`config.mk`:
```
export PLATFORM = sky130hd
export DESIGN_NAME = bfknn_ctrl
export DESIGN_NICKNAME = d
export VERILOG_FILES = /design/src/rtl/bfknn_pkg.sv /design/src/rtl/bfknn_ctrl.sv
export SDC_FILE = /design/constraint.sdc
export NUM_CORES = 1
export LEC_CHECK = 0
export BUFFER_PORTS_ARGS = -buffer_cell sky130_fd_sc_hd__buf_4
export CAP_MARGIN = 10
export CELL_PAD_IN_SITES_DETAIL_PLACEMENT = 0
export CELL_PAD_IN_SITES_GLOBAL_PLACEMENT = 1
export CORE_MARGIN = 2
export CORE_UTILIZATION = 43
export CTS_BUF_LIST = sky130_fd_sc_hd__clkbuf_16
export DETAILED_ROUTE_END_ITERATION = 12
export GPL_TIMING_DRIVEN = 0
export PLACE_DENSITY_LB_ADDON = 0.2
export SLEW_MARGIN = 20
export SYNTH_ARGS = -nofsm -noshare
export SYNTH_HDL_FRONTEND = slang
export SYNTH_SLANG_ARGS = --single-unit
```
`constraint.sdc`:
```
create_clock -name clk -period 4 [get_ports clk]
set_input_delay 0.4 -clock clk [delete_from_list [all_inputs] [get_ports clk]]
set_output_delay 0.4 -clock clk [all_outputs]
set_load 0.02 [all_outputs]
```
`src/rtl/bfknn_pkg.sv`:
```
`default_nettype none
package bfknn_pkg;

	localparam int MAX_POINTS    = 1024;
	localparam int MAX_DIMS      = 16;
	localparam int MAX_NEIGHBORS = 16;
	localparam int COORD_BITS    = 16;

	localparam int PT_W   = $clog2(MAX_POINTS);
	localparam int DIM_W  = $clog2(MAX_DIMS);
	localparam int SLOT_W = $clog2(MAX_NEIGHBORS);
	localparam int ADDR_W = PT_W + DIM_W;
	localparam int DEPTH  = MAX_POINTS * MAX_DIMS;

	// register widths
	localparam int NP_W = 11;
	localparam int ND_W = 5;
	localparam int K_W  = 5;
	localparam int CFG_IDX_W  = 2;
	localparam int CFG_DATA_W = NP_W;

	localparam int DIFF_W = COORD_BITS + 1;
	localparam int SQ_W   = 2 * COORD_BITS;
	localparam int DIST_W = SQ_W + DIM_W;

	localparam int IN_DATA_W  = 32;
	localparam int OUT_DATA_W = 56;

	localparam logic [CFG_IDX_W-1:0] CFG_NUM_POINTS    = 2'd0;
	localparam logic [CFG_IDX_W-1:0] CFG_NUM_DIMS      = 2'd1;
	localparam logic [CFG_IDX_W-1:0] CFG_NUM_NEIGHBORS = 2'd2;

	localparam logic FUNC_WRITE = 1'b0;
	localparam logic FUNC_QUERY = 1'b1;

	typedef enum logic [2:0] {
		ST_IDLE,
		ST_LOAD,
		ST_SCAN,
		ST_WAIT,
		ST_FIND,
		ST_EMIT
	} bfknn_state_t;

	typedef struct packed {
		logic              wr;
		logic              clear;
		logic              rd;
		logic              rd_load;
		logic              rd_last;
		logic [PT_W-1:0]   pt;
		logic [DIM_W-1:0]  dim;
		logic              zero_dims;
		logic              replace;
		logic              find;
		logic              find_first;
		logic              emit;
		logic              emit_last;
		logic [SLOT_W-1:0] slot;
	} bfknn_cmd_t;

	typedef struct packed {
		logic dist_done;
		logic dist_lt;
		logic out_stall;
	} bfknn_stat_t;

endpackage
`default_nettype wire

```
`src/rtl/bfknn_ctrl.sv`:
```
`default_nettype none
module bfknn_ctrl (
	input  wire logic                                clk,
	input  wire logic                                arst_n,
	input  wire logic                                s_axis_tvalid,
	output logic                                     s_axis_tready,
	input  wire logic                                in_func,
	input  wire logic [bfknn_pkg::PT_W-1:0]          in_pt,
	input  wire logic                                cfg_valid,
	output logic                                     cfg_ready,
	input  wire logic [bfknn_pkg::CFG_IDX_W-1:0]     cfg_index,
	input  wire logic [bfknn_pkg::CFG_DATA_W-1:0]    cfg_data,
	output bfknn_pkg::bfknn_cmd_t                    cmd,
	input  wire bfknn_pkg::bfknn_stat_t              st
);

	localparam int PW = bfknn_pkg::PT_W;
	localparam int DM = bfknn_pkg::DIM_W;
	localparam int SW = bfknn_pkg::SLOT_W;
	localparam int NPW = bfknn_pkg::NP_W;
	localparam int NDW = bfknn_pkg::ND_W;
	localparam int KW = bfknn_pkg::K_W;

	bfknn_pkg::bfknn_state_t state_q, state_d;

	logic [PW-1:0]  pi_q, pi_d, j_q, j_d;
	logic [DM-1:0]  d_q, d_d;
	logic [SW-1:0]  s_q, s_d;
	logic [NPW-1:0] num_points_q;
	logic [NDW-1:0] num_dims_q;
	logic [KW-1:0]  num_neighbors_q;

	logic [NPW-1:0] np_eff;
	logic [NDW-1:0] nd_eff;
	logic [KW-1:0]  k_eff;
	logic [DM-1:0]  d_last;
	logic [SW-1:0]  s_last;
	logic           j_end, query_oob;

	assign np_eff = (num_points_q > NPW'(bfknn_pkg::MAX_POINTS)) ?
		NPW'(bfknn_pkg::MAX_POINTS) : num_points_q;
	assign nd_eff = (num_dims_q > NDW'(bfknn_pkg::MAX_DIMS)) ?
		NDW'(bfknn_pkg::MAX_DIMS) : num_dims_q;
	assign k_eff = (num_neighbors_q == '0) ? KW'(1) :
		(num_neighbors_q > KW'(bfknn_pkg::MAX_NEIGHBORS)) ?
		KW'(bfknn_pkg::MAX_NEIGHBORS) : num_neighbors_q;

	// zero dims still runs one read per point, with the term forced to zero
	assign d_last    = (nd_eff == '0) ? '0 : DM'(nd_eff - NDW'(1));
	assign s_last    = SW'(k_eff - KW'(1));
	assign j_end     = ({1'b0, j_q} == (np_eff - NPW'(1)));
	assign query_oob = ({1'b0, in_pt} >= np_eff);

	assign cfg_ready = 1'b1;

	always_ff @(posedge clk or negedge arst_n) begin
		if (!arst_n) begin
			num_points_q    <= NPW'(1024);
			num_dims_q      <= NDW'(16);
			num_neighbors_q <= KW'(4);
		end else if (cfg_valid) begin
			case (cfg_index)
				bfknn_pkg::CFG_NUM_POINTS: num_points_q <= cfg_data;
				bfknn_pkg::CFG_NUM_DIMS: num_dims_q <= cfg_data[NDW-1:0];
				bfknn_pkg::CFG_NUM_NEIGHBORS: num_neighbors_q <= cfg_data[KW-1:0];
				default: ;
			endcase
		end
	end

	always_ff @(posedge clk or negedge arst_n) begin
		if (!arst_n) begin
			state_q <= bfknn_pkg::ST_IDLE;
			pi_q    <= '0;
			j_q     <= '0;
			d_q     <= '0;
			s_q     <= '0;
		end else begin
			state_q <= state_d;
			pi_q    <= pi_d;
			j_q     <= j_d;
			d_q     <= d_d;
			s_q     <= s_d;
		end
	end

	always_comb begin
		state_d = state_q;
		pi_d    = pi_q;
		j_d     = j_q;
		d_d     = d_q;
		s_d     = s_q;
		s_axis_tready = 1'b0;
		cmd = '0;
		cmd.pt        = j_q;
		cmd.dim       = d_q;
		cmd.slot      = s_q;
		cmd.zero_dims = (nd_eff == '0);

		case (state_q)
			bfknn_pkg::ST_IDLE: begin
				s_axis_tready = 1'b1;
				if (s_axis_tvalid) begin
					if (in_func == bfknn_pkg::FUNC_WRITE) begin
						cmd.wr = 1'b1;
					end else begin
						cmd.clear = 1'b1;
						pi_d = in_pt;
						j_d  = '0;
						d_d  = '0;
						s_d  = '0;
						state_d = query_oob ? bfknn_pkg::ST_EMIT : bfknn_pkg::ST_LOAD;
					end
				end
			end
			bfknn_pkg::ST_LOAD: begin
				cmd.rd      = 1'b1;
				cmd.rd_load = 1'b1;
				cmd.pt      = pi_q;
				if (d_q == d_last) begin
					d_d = '0;
					state_d = bfknn_pkg::ST_SCAN;
				end else begin
					d_d = d_q + DM'(1);
				end
			end
			bfknn_pkg::ST_SCAN: begin
				if (j_q == pi_q) begin
					if (j_end) begin
						state_d = bfknn_pkg::ST_EMIT;
					end else begin
						j_d = j_q + PW'(1);
					end
				end else begin
					cmd.rd      = 1'b1;
					cmd.rd_last = (d_q == d_last);
					if (d_q == d_last) begin
						d_d = '0;
						state_d = bfknn_pkg::ST_WAIT;
					end else begin
						d_d = d_q + DM'(1);
					end
				end
			end
			bfknn_pkg::ST_WAIT: begin
				if (st.dist_done) begin
					if (st.dist_lt) begin
						cmd.replace = 1'b1;
						s_d = '0;
						state_d = bfknn_pkg::ST_FIND;
					end else if (j_end) begin
						state_d = bfknn_pkg::ST_EMIT;
					end else begin
						j_d = j_q + PW'(1);
						state_d = bfknn_pkg::ST_SCAN;
					end
				end
			end
			bfknn_pkg::ST_FIND: begin
				// first slot holding the largest distance, one slot a cycle
				cmd.find       = 1'b1;
				cmd.find_first = (s_q == '0);
				if (s_q == s_last) begin
					s_d = '0;
					if (j_end) begin
						state_d = bfknn_pkg::ST_EMIT;
					end else begin
						j_d = j_q + PW'(1);
						state_d = bfknn_pkg::ST_SCAN;
					end
				end else begin
					s_d = s_q + SW'(1);
				end
			end
			bfknn_pkg::ST_EMIT: begin
				if (!st.out_stall) begin
					cmd.emit      = 1'b1;
					cmd.emit_last = (s_q == s_last);
					if (s_q == s_last) begin
						s_d = '0;
						state_d = bfknn_pkg::ST_IDLE;
					end else begin
						s_d = s_q + SW'(1);
					end
				end
			end
			default: begin
				state_d = bfknn_pkg::ST_IDLE;
			end
		endcase
	end

	a_done_in_wait: assert property (@(posedge clk) disable iff (!arst_n)
		st.dist_done |-> (state_q == bfknn_pkg::ST_WAIT))
		else $error("distance finished outside the wait state");

	a_no_self: assert property (@(posedge clk) disable iff (!arst_n)
		(cmd.rd && !cmd.rd_load) |-> (cmd.pt != pi_q))
		else $error("query point scanned against itself");

endmodule
`default_nettype wire

```
# Word-level counts from Yosys, hierarchy flattened
# Cells that the tools add are included.
dict set report totals {
  reg_bits 52
  latchBits 0
  ramBits 0
  mem_bits_ro 0
  in_bits 31
  output_inout_bits 31
  elab_cells 112
  mem_count 0
}
dict set report classes {
  addsub 6
  multipliers 0
  div 0
  magnitude_cmp 4
  eq_ne 24
  shift 0
  mux 54
  n_bitwise 0
  n_reduce_logical 16
}
# cell n
set ops {}
lappend ops {{10-bit 2-to-1 mux} 8}
lappend ops {{4-bit 2-to-1 mux} 11}
lappend ops {{10-bit case mux with 4 select lines} 1}
lappend ops {{3-bit 2-to-1 mux} 13}
lappend ops {{2-bit != test (second input constant)} 11}
lappend ops {{3-bit case mux with 6 select lines} 1}
lappend ops {{4-bit case mux with 4 select lines} 1}
lappend ops {{4-bit case mux with 3 select lines} 1}
lappend ops {{10-bit by 11-bit == test with 1-bit output} 1}
lappend ops {{10-bit by 11-bit >= comparator with 1-bit output} 1}
lappend ops {{11-bit > comparator (second input constant)} 1}
lappend ops {{11-bit 2-to-1 mux} 1}
lappend ops {{11-bit by 1-bit subtractor with 11-bit output (second input constant)} 1}
lappend ops {{10-bit by 1-bit adder with 10-bit output (second input constant)} 1}
lappend ops {{10-bit == test} 1}
lappend ops {{5-bit > comparator (second input constant)} 2}
lappend ops {{5-bit logical NOT} 2}
lappend ops {{1-bit 2-to-1 mux} 10}
lappend ops {{2-bit 2-to-1 mux} 5}
lappend ops {{9-bit AND reduction} 1}
lappend ops {{4-bit by 1-bit adder with 4-bit output (second input constant)} 2}
lappend ops {{4-bit == test} 2}
lappend ops {{4-bit nonzero test} 2}
lappend ops {{4-bit by 1-bit subtractor with 4-bit output (second input constant)} 2}
lappend ops {{other kinds (17)} 22}

# Logic depth before layout (Yosys ltp)
# Gate-level depths: netlist of run 1.
dict set report depth {
  ltp_word 8
  mapped_depth 14
  depth_no_buf 12
}

# Least setup slack after synthesis of run 1
# Ideal clock, no wire load.
dict set report synth_path {
  path_type {flip-flop to flip-flop}
  start {register num_points_q[10]}
  end {register j_q[6]}
  setup_time_ns 0.078
  arrival_ns 3.209
  required_ns 3.922
  path_slack_ns 0.712
  path_stages_with_launch 14
  path_cell_list {dfstp_2 > clkbuf_1 > inv_1 > clkbuf_1 > nand2_1 > ha_1 > nor3b_1 > a21oi_1 > a211oi_1 > xnor2_1 > nor4_4 > or4_1 > or2_1 > a21oi_2}
}
dict set report synth_via {
  elab_chain_cells 8
  word_cells_on_any_way 10
  classes_between {1 x add/sub; 1 x order compare; 1 x eq/ne; 7 x mux}
}
# element line_no
set synth_lines {}
lappend synth_lines {{from (decl)} bfknn_ctrl.sv:29} ;# logic [NPW-1:0] num_points_q;
lappend synth_lines {{from (signal assigned)} bfknn_ctrl.sv:63} ;# bfknn_pkg::CFG_NUM_POINTS: num_points_q <= cfg_data;
lappend synth_lines {{11-bit > comparator} bfknn_ctrl.sv:40} ;# assign np_eff = (num_points_q > NPW'(bfknn_pkg::MAX_POINTS)) ?
lappend synth_lines {{11-bit 2-to-1 mux (*)} bfknn_ctrl.sv:40}
lappend synth_lines {{11-bit by 1-bit subtractor with 11-bit output (*)} bfknn_ctrl.sv:51} ;# assign j_end = ({1'b0, j_q} == (np_eff - NPW'(1)));
lappend synth_lines {{10-bit by 11-bit == test with 1-bit output (*)} bfknn_ctrl.sv:51}
lappend synth_lines {{10-bit 2-to-1 mux (*)} --}
lappend synth_lines {{10-bit 2-to-1 mux (2 in a row)} --}
lappend synth_lines {{10-bit case mux with 4 select lines (*)} --}
lappend synth_lines {{to (signal assigned)} bfknn_ctrl.sv:81} ;# j_q <= j_d;
lappend synth_lines {{to (decl)} bfknn_ctrl.sv:26} ;# logic [PW-1:0] pi_q, pi_d, j_q, j_d;
# Mark *: on every way between the ends. The rest lies on a longest branch, timed or not. The select of a mux whose other input is x is not followed.
# A chain may end at the register's enable or synchronous reset.

# Worst setup path in the final report of run 1
# Ends and elaborated chain as after synthesis.

==> results of run 1 <==
[repair_timing]
item / in CTS / in global routing
setup endpoints to repair: 0 / 13
setup buffers: 0 / 0
gates resized for setup: 0 / 1
[registers in the layout (all words and copies together) (netlist names)]
name and flops:
state_q 3, num_dims_q 5, pi_q 10, d_q 4
j_q 10, num_points_q 11, num_neighbors_q 5, s_q 4
[cells in the final DEF, fill, tap and decap left out, types with 4 or more instances in the layout]
cell type	count
a21oi_1	11
a31oi_1	5
and3_1	4
buf_4	61
clkbuf_1	15
clkbuf_16	5
dfrtp_1	49
ha_1	17
inv_1	17
mux2_2	27
nand2_1	59
nand2b_1	10
nand3_1	17
nand4_1	6
nor2_1	22
nor2b_1	8
nor3_1	15
nor4_1	4
o21a_1	6
o21ai_0	23
o22ai_1	4
or3_1	5
xnor2_1	21
xor2_1	11
[metrics by stage]
| step | utilization | hold slack, ns |
|---|---|---|
| finish | 0.5288 | 0.1312 |
| CTS | 0.5287 | 0.1688 |
| global placement | 0.5088 | 0.4858 |
| global route | 0.5288 | 0.2061 |
| detailed placement | 0.5094 | 0.4881 |
| floorplan | - | 0.1044 |
[how the worst max path moves through the flow]
stage / startpoint / to / slack (ns)
after global placement: num_points_q[10] / j_q[6] / 0.03
final: num_points_q[10] / j_q[6] / 0.51
after global routing: num_points_q[10] / j_q[7] / 0.25
after CTS: num_points_q[10] / j_q[6] / 0.01
after floorplan: num_points_q[10] / j_q[6] / 0.71
after detailed placement: num_points_q[10] / j_q[6] / 0.03
[layer usage]
| layer | up-vias | track usage | part of all wire |
|---|---|---|---|
| met5 | - | 0 | 0 |
| met2 | 76 | 0.3548 | 0.49 |
| li1 | 1677 | - | - |
| met4 | 0 | 0.05163 | 0.013 |
| met1 | 1617 | 0.2850 | 0.45 |
| met3 | 12 | 0.02720 | 0.042 |
[where the power goes]
part | total, mW | switching [mW] | internal (mW)
logic | 1.34 | 0.778 | 0.563
registers | 0.858 | 0.183 | 0.674
clock network | 0.498 | 0.203 | 0.295
total | 2.70 | 1.16 | 1.53
[cell type report]
type | instances | area, um^2 | share of cell area
multi-input combinational | 340 | 2376 | 0.5177
sequential | 52 | 1305 | 0.2844
timing repair buffer | 60 | 450.4 | 0.09815
tap | 108 | 135.1 | 0.02944
clock buffer | 5 | 125.1 | 0.02726
buffer | 20 | 87.58 | 0.01908
inverter | 18 | 67.56 | 0.01472
clock inverter | 3 | 42.54 | 0.009269
[worst max-delay path, stage by stage (launching register included)]
cell and delay [ns]:
dfstp_2 0.65, inv_1 0.14, clkbuf_1 0.27, nand2_1 0.16, ha_1 0.26, nor3b_2 0.31, a21oi_1 0.11, a211oi_1 0.26
xnor2_1 0.21, nor4_4 0.12, or4_1 0.54, or2_1 0.24, a21oi_2 0.13
[logic make-up after synthesis]
kind of cell | after synthesis | share of synthesized area
AND/OR/NAND/NOR | 178 | 0.2476
adder cells (fa/ha/maj) | 17 | 0.05554
XOR/XNOR | 32 | 0.07318
AO/OA/AOI/OAI | 84 | 0.1584
buffers and inverters | 39 | 0.04149
other | 1 | 0.0009791
multiplexers | 28 | 0.08200
flip-flops | 52 | 0.3407
==> impl_metrics.toml, run 1 <==
[placement]
dp_cells = 599
dp_hpwl_um = 7630
place_congestion = 0.8690
portBuffers = 60
place_area_um2 = 4420
pre_cts_ws_ns = 0.02539

[synthesis]
synth_area_per_cell_um2 = 8.886
ys_seq_area_frac = 0.3407
synth_fp_nets = 479
synth-main-ff-cell = "dfrtp_1"
synth_warnings = 0
synth_area_um2 = 3830
async_reset_ff_frac = 1.000
yosysMostFrequentCell = "nand2_1"
syn_inst = 431
netlist.area_leader.share = 0.3202
synth_commonest_cells = "59 x nand2_1, 49 x dfrtp_1, 27 x mux2_2, 23 x o21ai_0, 22 x nor2_1"
yosys-top-cells-area = "dfrtp_1 32%, mux2_2 7.9%, nand2_1 5.8%"
synthDistinctLibCells = 67
yosysTopAreaCell = "dfrtp_1"
ys_seq_elements = 52
synth-edff-count = 0

[routing]
firstDrtPassIters = 5
drt.antenna.violating_nets = 0
viasPerCell = 5.581
drc_errors = 0
vias = 3382
drt-initial-drc-count = 129
wl_per_cell_um = 16.29
wl_um = 9873

[finish]
finish.instance_area_um2 = 4589
areaGrowthSynthToFinish_pct = 19.83
num-nets-final = 545
stdcell_count = 606
fill_cells = 861
final_layout_size_suffix_gt1_frac = 0.2369
diodes = 0

[floorplan]
core_um2 = 8678
fp-row-count = 34
die_w_um = 98.38
die-area_um2 = 9678
pin_count = 62
die_y_um = 98.38
start_util = 0.4413

[clocking]
clk_pin_slew_ns = 0.07
cts_made_buffers = 5
cts-root-buf = "clkbuf_16"
max-clock-path-buffers = 2
cts_max_level = 2
clkSinkCount = 52
cts_tree = "built"
insertion_delay_ns = 0.30
ctsHoldBuffers = 0

[flow_run]
cap_violations = 0

[timing]
fin_tns_setup_ns = 0
slew_violations = 0
finalWorstSetupSlack_ns = 0.5137
clock_skew_ns = 0.004735
min_period_ns = 3.486
finalSetupViolations = 0
final-hold-violation-count = 0
slew_headroom = 0.4956
fmax_mhz = 286.8
rsz0062_at_grt = "no"
worstMarginPinSlew_ns = 0.7509
period_share = 0.8716

[setup_path]
worstReg2RegEnd = "j_q[6]"
cp_max_fo = 12
ff2ff_setup_slack_ns = 0.51
worstReg2RegStart = "num_points_q[10]"
end_kind = "register"
rr_worst_depth = 12
cp.arrival_ns = 3.71
path_class = "register to register"
critPathLaunchType = "register"
required_ns = 4.22

[min_path]
hold_class = "input pin to asynchronous set/reset pin"

[global_route]
grt_pass1_wl_um = 16520
grt_util_all_layers = 0.2095
antenna_found_initial = 0
grt_max_degree = 53
grt_overflow = 0
first_global_vias = 3263

[power_and_ir_drop]
leakage_nw = 2.031
totalPowerFinal_mw = 2.696
p_per_area_nw_per_um2 = 587.4
ir_drop_mv = 0.2104

[status]
status = "complete, no violations"
No activity file was read; power rests on OpenSTA's default activity.
==> run 2: changes to the inputs <==
--- a/config.mk
+++ b/config.mk
@@ -7,10 +7,8 @@
 export LEC_CHECK = 0
 export BUFFER_PORTS_ARGS = -buffer_cell sky130_fd_sc_hd__buf_4
 export CAP_MARGIN = 10
-export CELL_PAD_IN_SITES_DETAIL_PLACEMENT = 0
-export CELL_PAD_IN_SITES_GLOBAL_PLACEMENT = 1
 export CORE_MARGIN = 2
-export CORE_UTILIZATION = 43
+export CORE_UTILIZATION = 50
 export CTS_BUF_LIST = sky130_fd_sc_hd__clkbuf_16
 export DETAILED_ROUTE_END_ITERATION = 12
 export GPL_TIMING_DRIVEN = 0
==> impl_metrics.toml, run 2 (synthesis gave the netlist of run 1 again) <==
[timing]
clock_skew_ns = 0.005607
slew_headroom = 0.2337
fin_tns_setup_ns = 0
rsz0062_at_grt = "no"
final-hold-violation-count = 0
fmax_mhz = 290.1
finalSetupViolations = 0
slew_violations = 0
min_period_ns = 3.447
worstMarginPinSlew_ns = 1.141
period_share = 0.8617

[floorplan]
fp-row-count = 31
die_w_um = 91.52
pin_count = 62
die-area_um2 = 8376
die_y_um = 91.52
start_util = 0.5224
core_um2 = 7331

[setup_path]
path_class = "register to register"
worstReg2RegStart = "num_points_q[10]"
ff2ff_setup_slack_ns = 0.55
critical-path-max-stage-delay_ns = 0.64
end_kind = "register"
critPathLaunchType = "register"
crit_slowest_cell = "dfstp_2"
required_ns = 4.23
worstReg2RegEnd = "j_q[6]"
rr_worst_depth = 12
cp_max_fo = 12
path_cells = "inv_1 > clkbuf_1 > nand2_1 > ha_1 > nor3b_2 > a21oi_1 > a211oi_1 > xnor2_1 > nor4_4 > or4_1 > or2_1 > a21oi_2"
cp.arrival_ns = 3.67

[routing]
viasPerCell = 5.802
vias = 3464
wl_per_cell_um = 16.49
drt.antenna.violating_nets = 0
wl_um = 9844
drc_errors = 0
firstDrtPassIters = 5
drt-initial-drc-count = 213

[finish]
final_layout_size_suffix_gt1_frac = 0.2349
largest_register_ffs = 11
diodes = 0
regMostFlops = "num_points_q"
finish.instance_area_um2 = 4573
final_common_cell = "buf_4"
areaGrowthSynthToFinish_pct = 19.41
fill_cells = 634
num-nets-final = 545
top_regs = "num_points_q: 11 flops, j_q: 10 flops, pi_q: 10 flops"
final_cell_mix = "61 x buf_4, 59 x nand2_1, 49 x dfrtp_1"

[status]
status = "complete, no violations"

[clocking]
clk_pin_slew_ns = 0.07
post_cts_buffers = 0
cts-root-buf = "clkbuf_16"
ctsHoldBuffers = 0
cts_made_buffers = 5
cts_max_level = 2
max-clock-path-buffers = 2
insertion_delay_ns = 0.30
cts_tree = "built"
clkSinkCount = 52

[global_route]
grt_pass1_wl_um = 15990
grt_util_all_layers = 0.2384
antenna_found_initial = 0
first_global_vias = 3252
grt_max_degree = 53
grt_overflow = 0

[power_and_ir_drop]
leakage_nw = 2.030
p_per_area_nw_per_um2 = 594.8
ir_drop_mv = 0.2507

[placement]
place_congestion = 0.8961
portBuffers = 60
dp_hpwl_um = 7485
place_area_um2 = 4404

[min_path]
hold_class = "input pin to asynchronous set/reset pin"

[flow_run]
cap_violations = 0
[run 2: cell counts in the layout (fill, tap and decap cells not counted)]
Identical to the previous run, type by type.
[run 2: what timing repair did]
action                                  CTS  global route
gates resized for setup                   0             1
endpoints found under the hold margin     0             0
endpoints found under the setup margin    0            13
[run 2: power by group]
group / switching [mW] / leakage, nW / internal [mW]
sequential: 0.183 / 0.651 / 0.674
combinational: 0.797 / 1.30 / 0.563
clock: 0.208 / 0.0814 / 0.295
[run 2: per-layer routing]
metal	track usage	vias to the layer above	share of wire
met4	0.06818	0	0.021
met3	0.04066	19	0.054
met1	0.3217	1636	0.44
met2	0.3928	134	0.48
met5	0	-	0
li1	-	1675	-
[run 2: worst max-delay path by stage]
stage,from,end,slack [ns],depth (start not counted)
floorplan,num_points_q[10],j_q[6],0.71,13
global placement,num_points_q[10],j_q[6],0.08,13
detailed placement,num_points_q[10],j_q[6],0.11,13
CTS,num_points_q[10],j_q[6],0.09,13
global route,num_points_q[10],j_q[6],0.22,12
finish,num_points_q[10],j_q[6],0.55,12
[run 2: metrics by stage]
stage | instances | hold slack (ns) | worst slack (ns) | power [mW] | utilization
after detailed placement | 590 | 0.4833 | 0.1071 | 2.202 | 0.6008
after floorplan | 431 | 0.1044 | 0.7125 | 1.779 | -
final | 597 | 0.1348 | 0.5532 | 2.720 | 0.6238
after global routing | 597 | 0.2000 | 0.2173 | 2.894 | 0.6238
after global placement | 590 | 0.4800 | 0.07786 | 2.159 | 0.6008
after CTS | 598 | 0.1663 | 0.08882 | 2.706 | 0.6237
[run 2: cell type report]
cell class / count / area (um^2) / share of cell area
Multi-Input combinational cell: 340 / 2371 / 0.5185
Sequential cell: 52 / 1305 / 0.2854
Timing Repair Buffer: 60 / 450.4 / 0.09850
Clock buffer: 5 / 125.1 / 0.02736
Tap cell: 99 / 123.9 / 0.02709
Buffer: 20 / 87.58 / 0.01915
Inverter: 18 / 67.56 / 0.01477
Clock inverter: 3 / 42.54 / 0.009302
[run 2: worst max-delay path: cells and delay by family (launching register included)]
kind                     cells  cell delay, ns
AO/OA/AOI/OAI                3            0.51
flip-flops                   1            0.64
buffers and inverters        2            0.39
XOR/XNOR                     1            0.20
adder cells (fa/ha/maj)      1            0.26
AND/OR/NAND/NOR              5            1.36
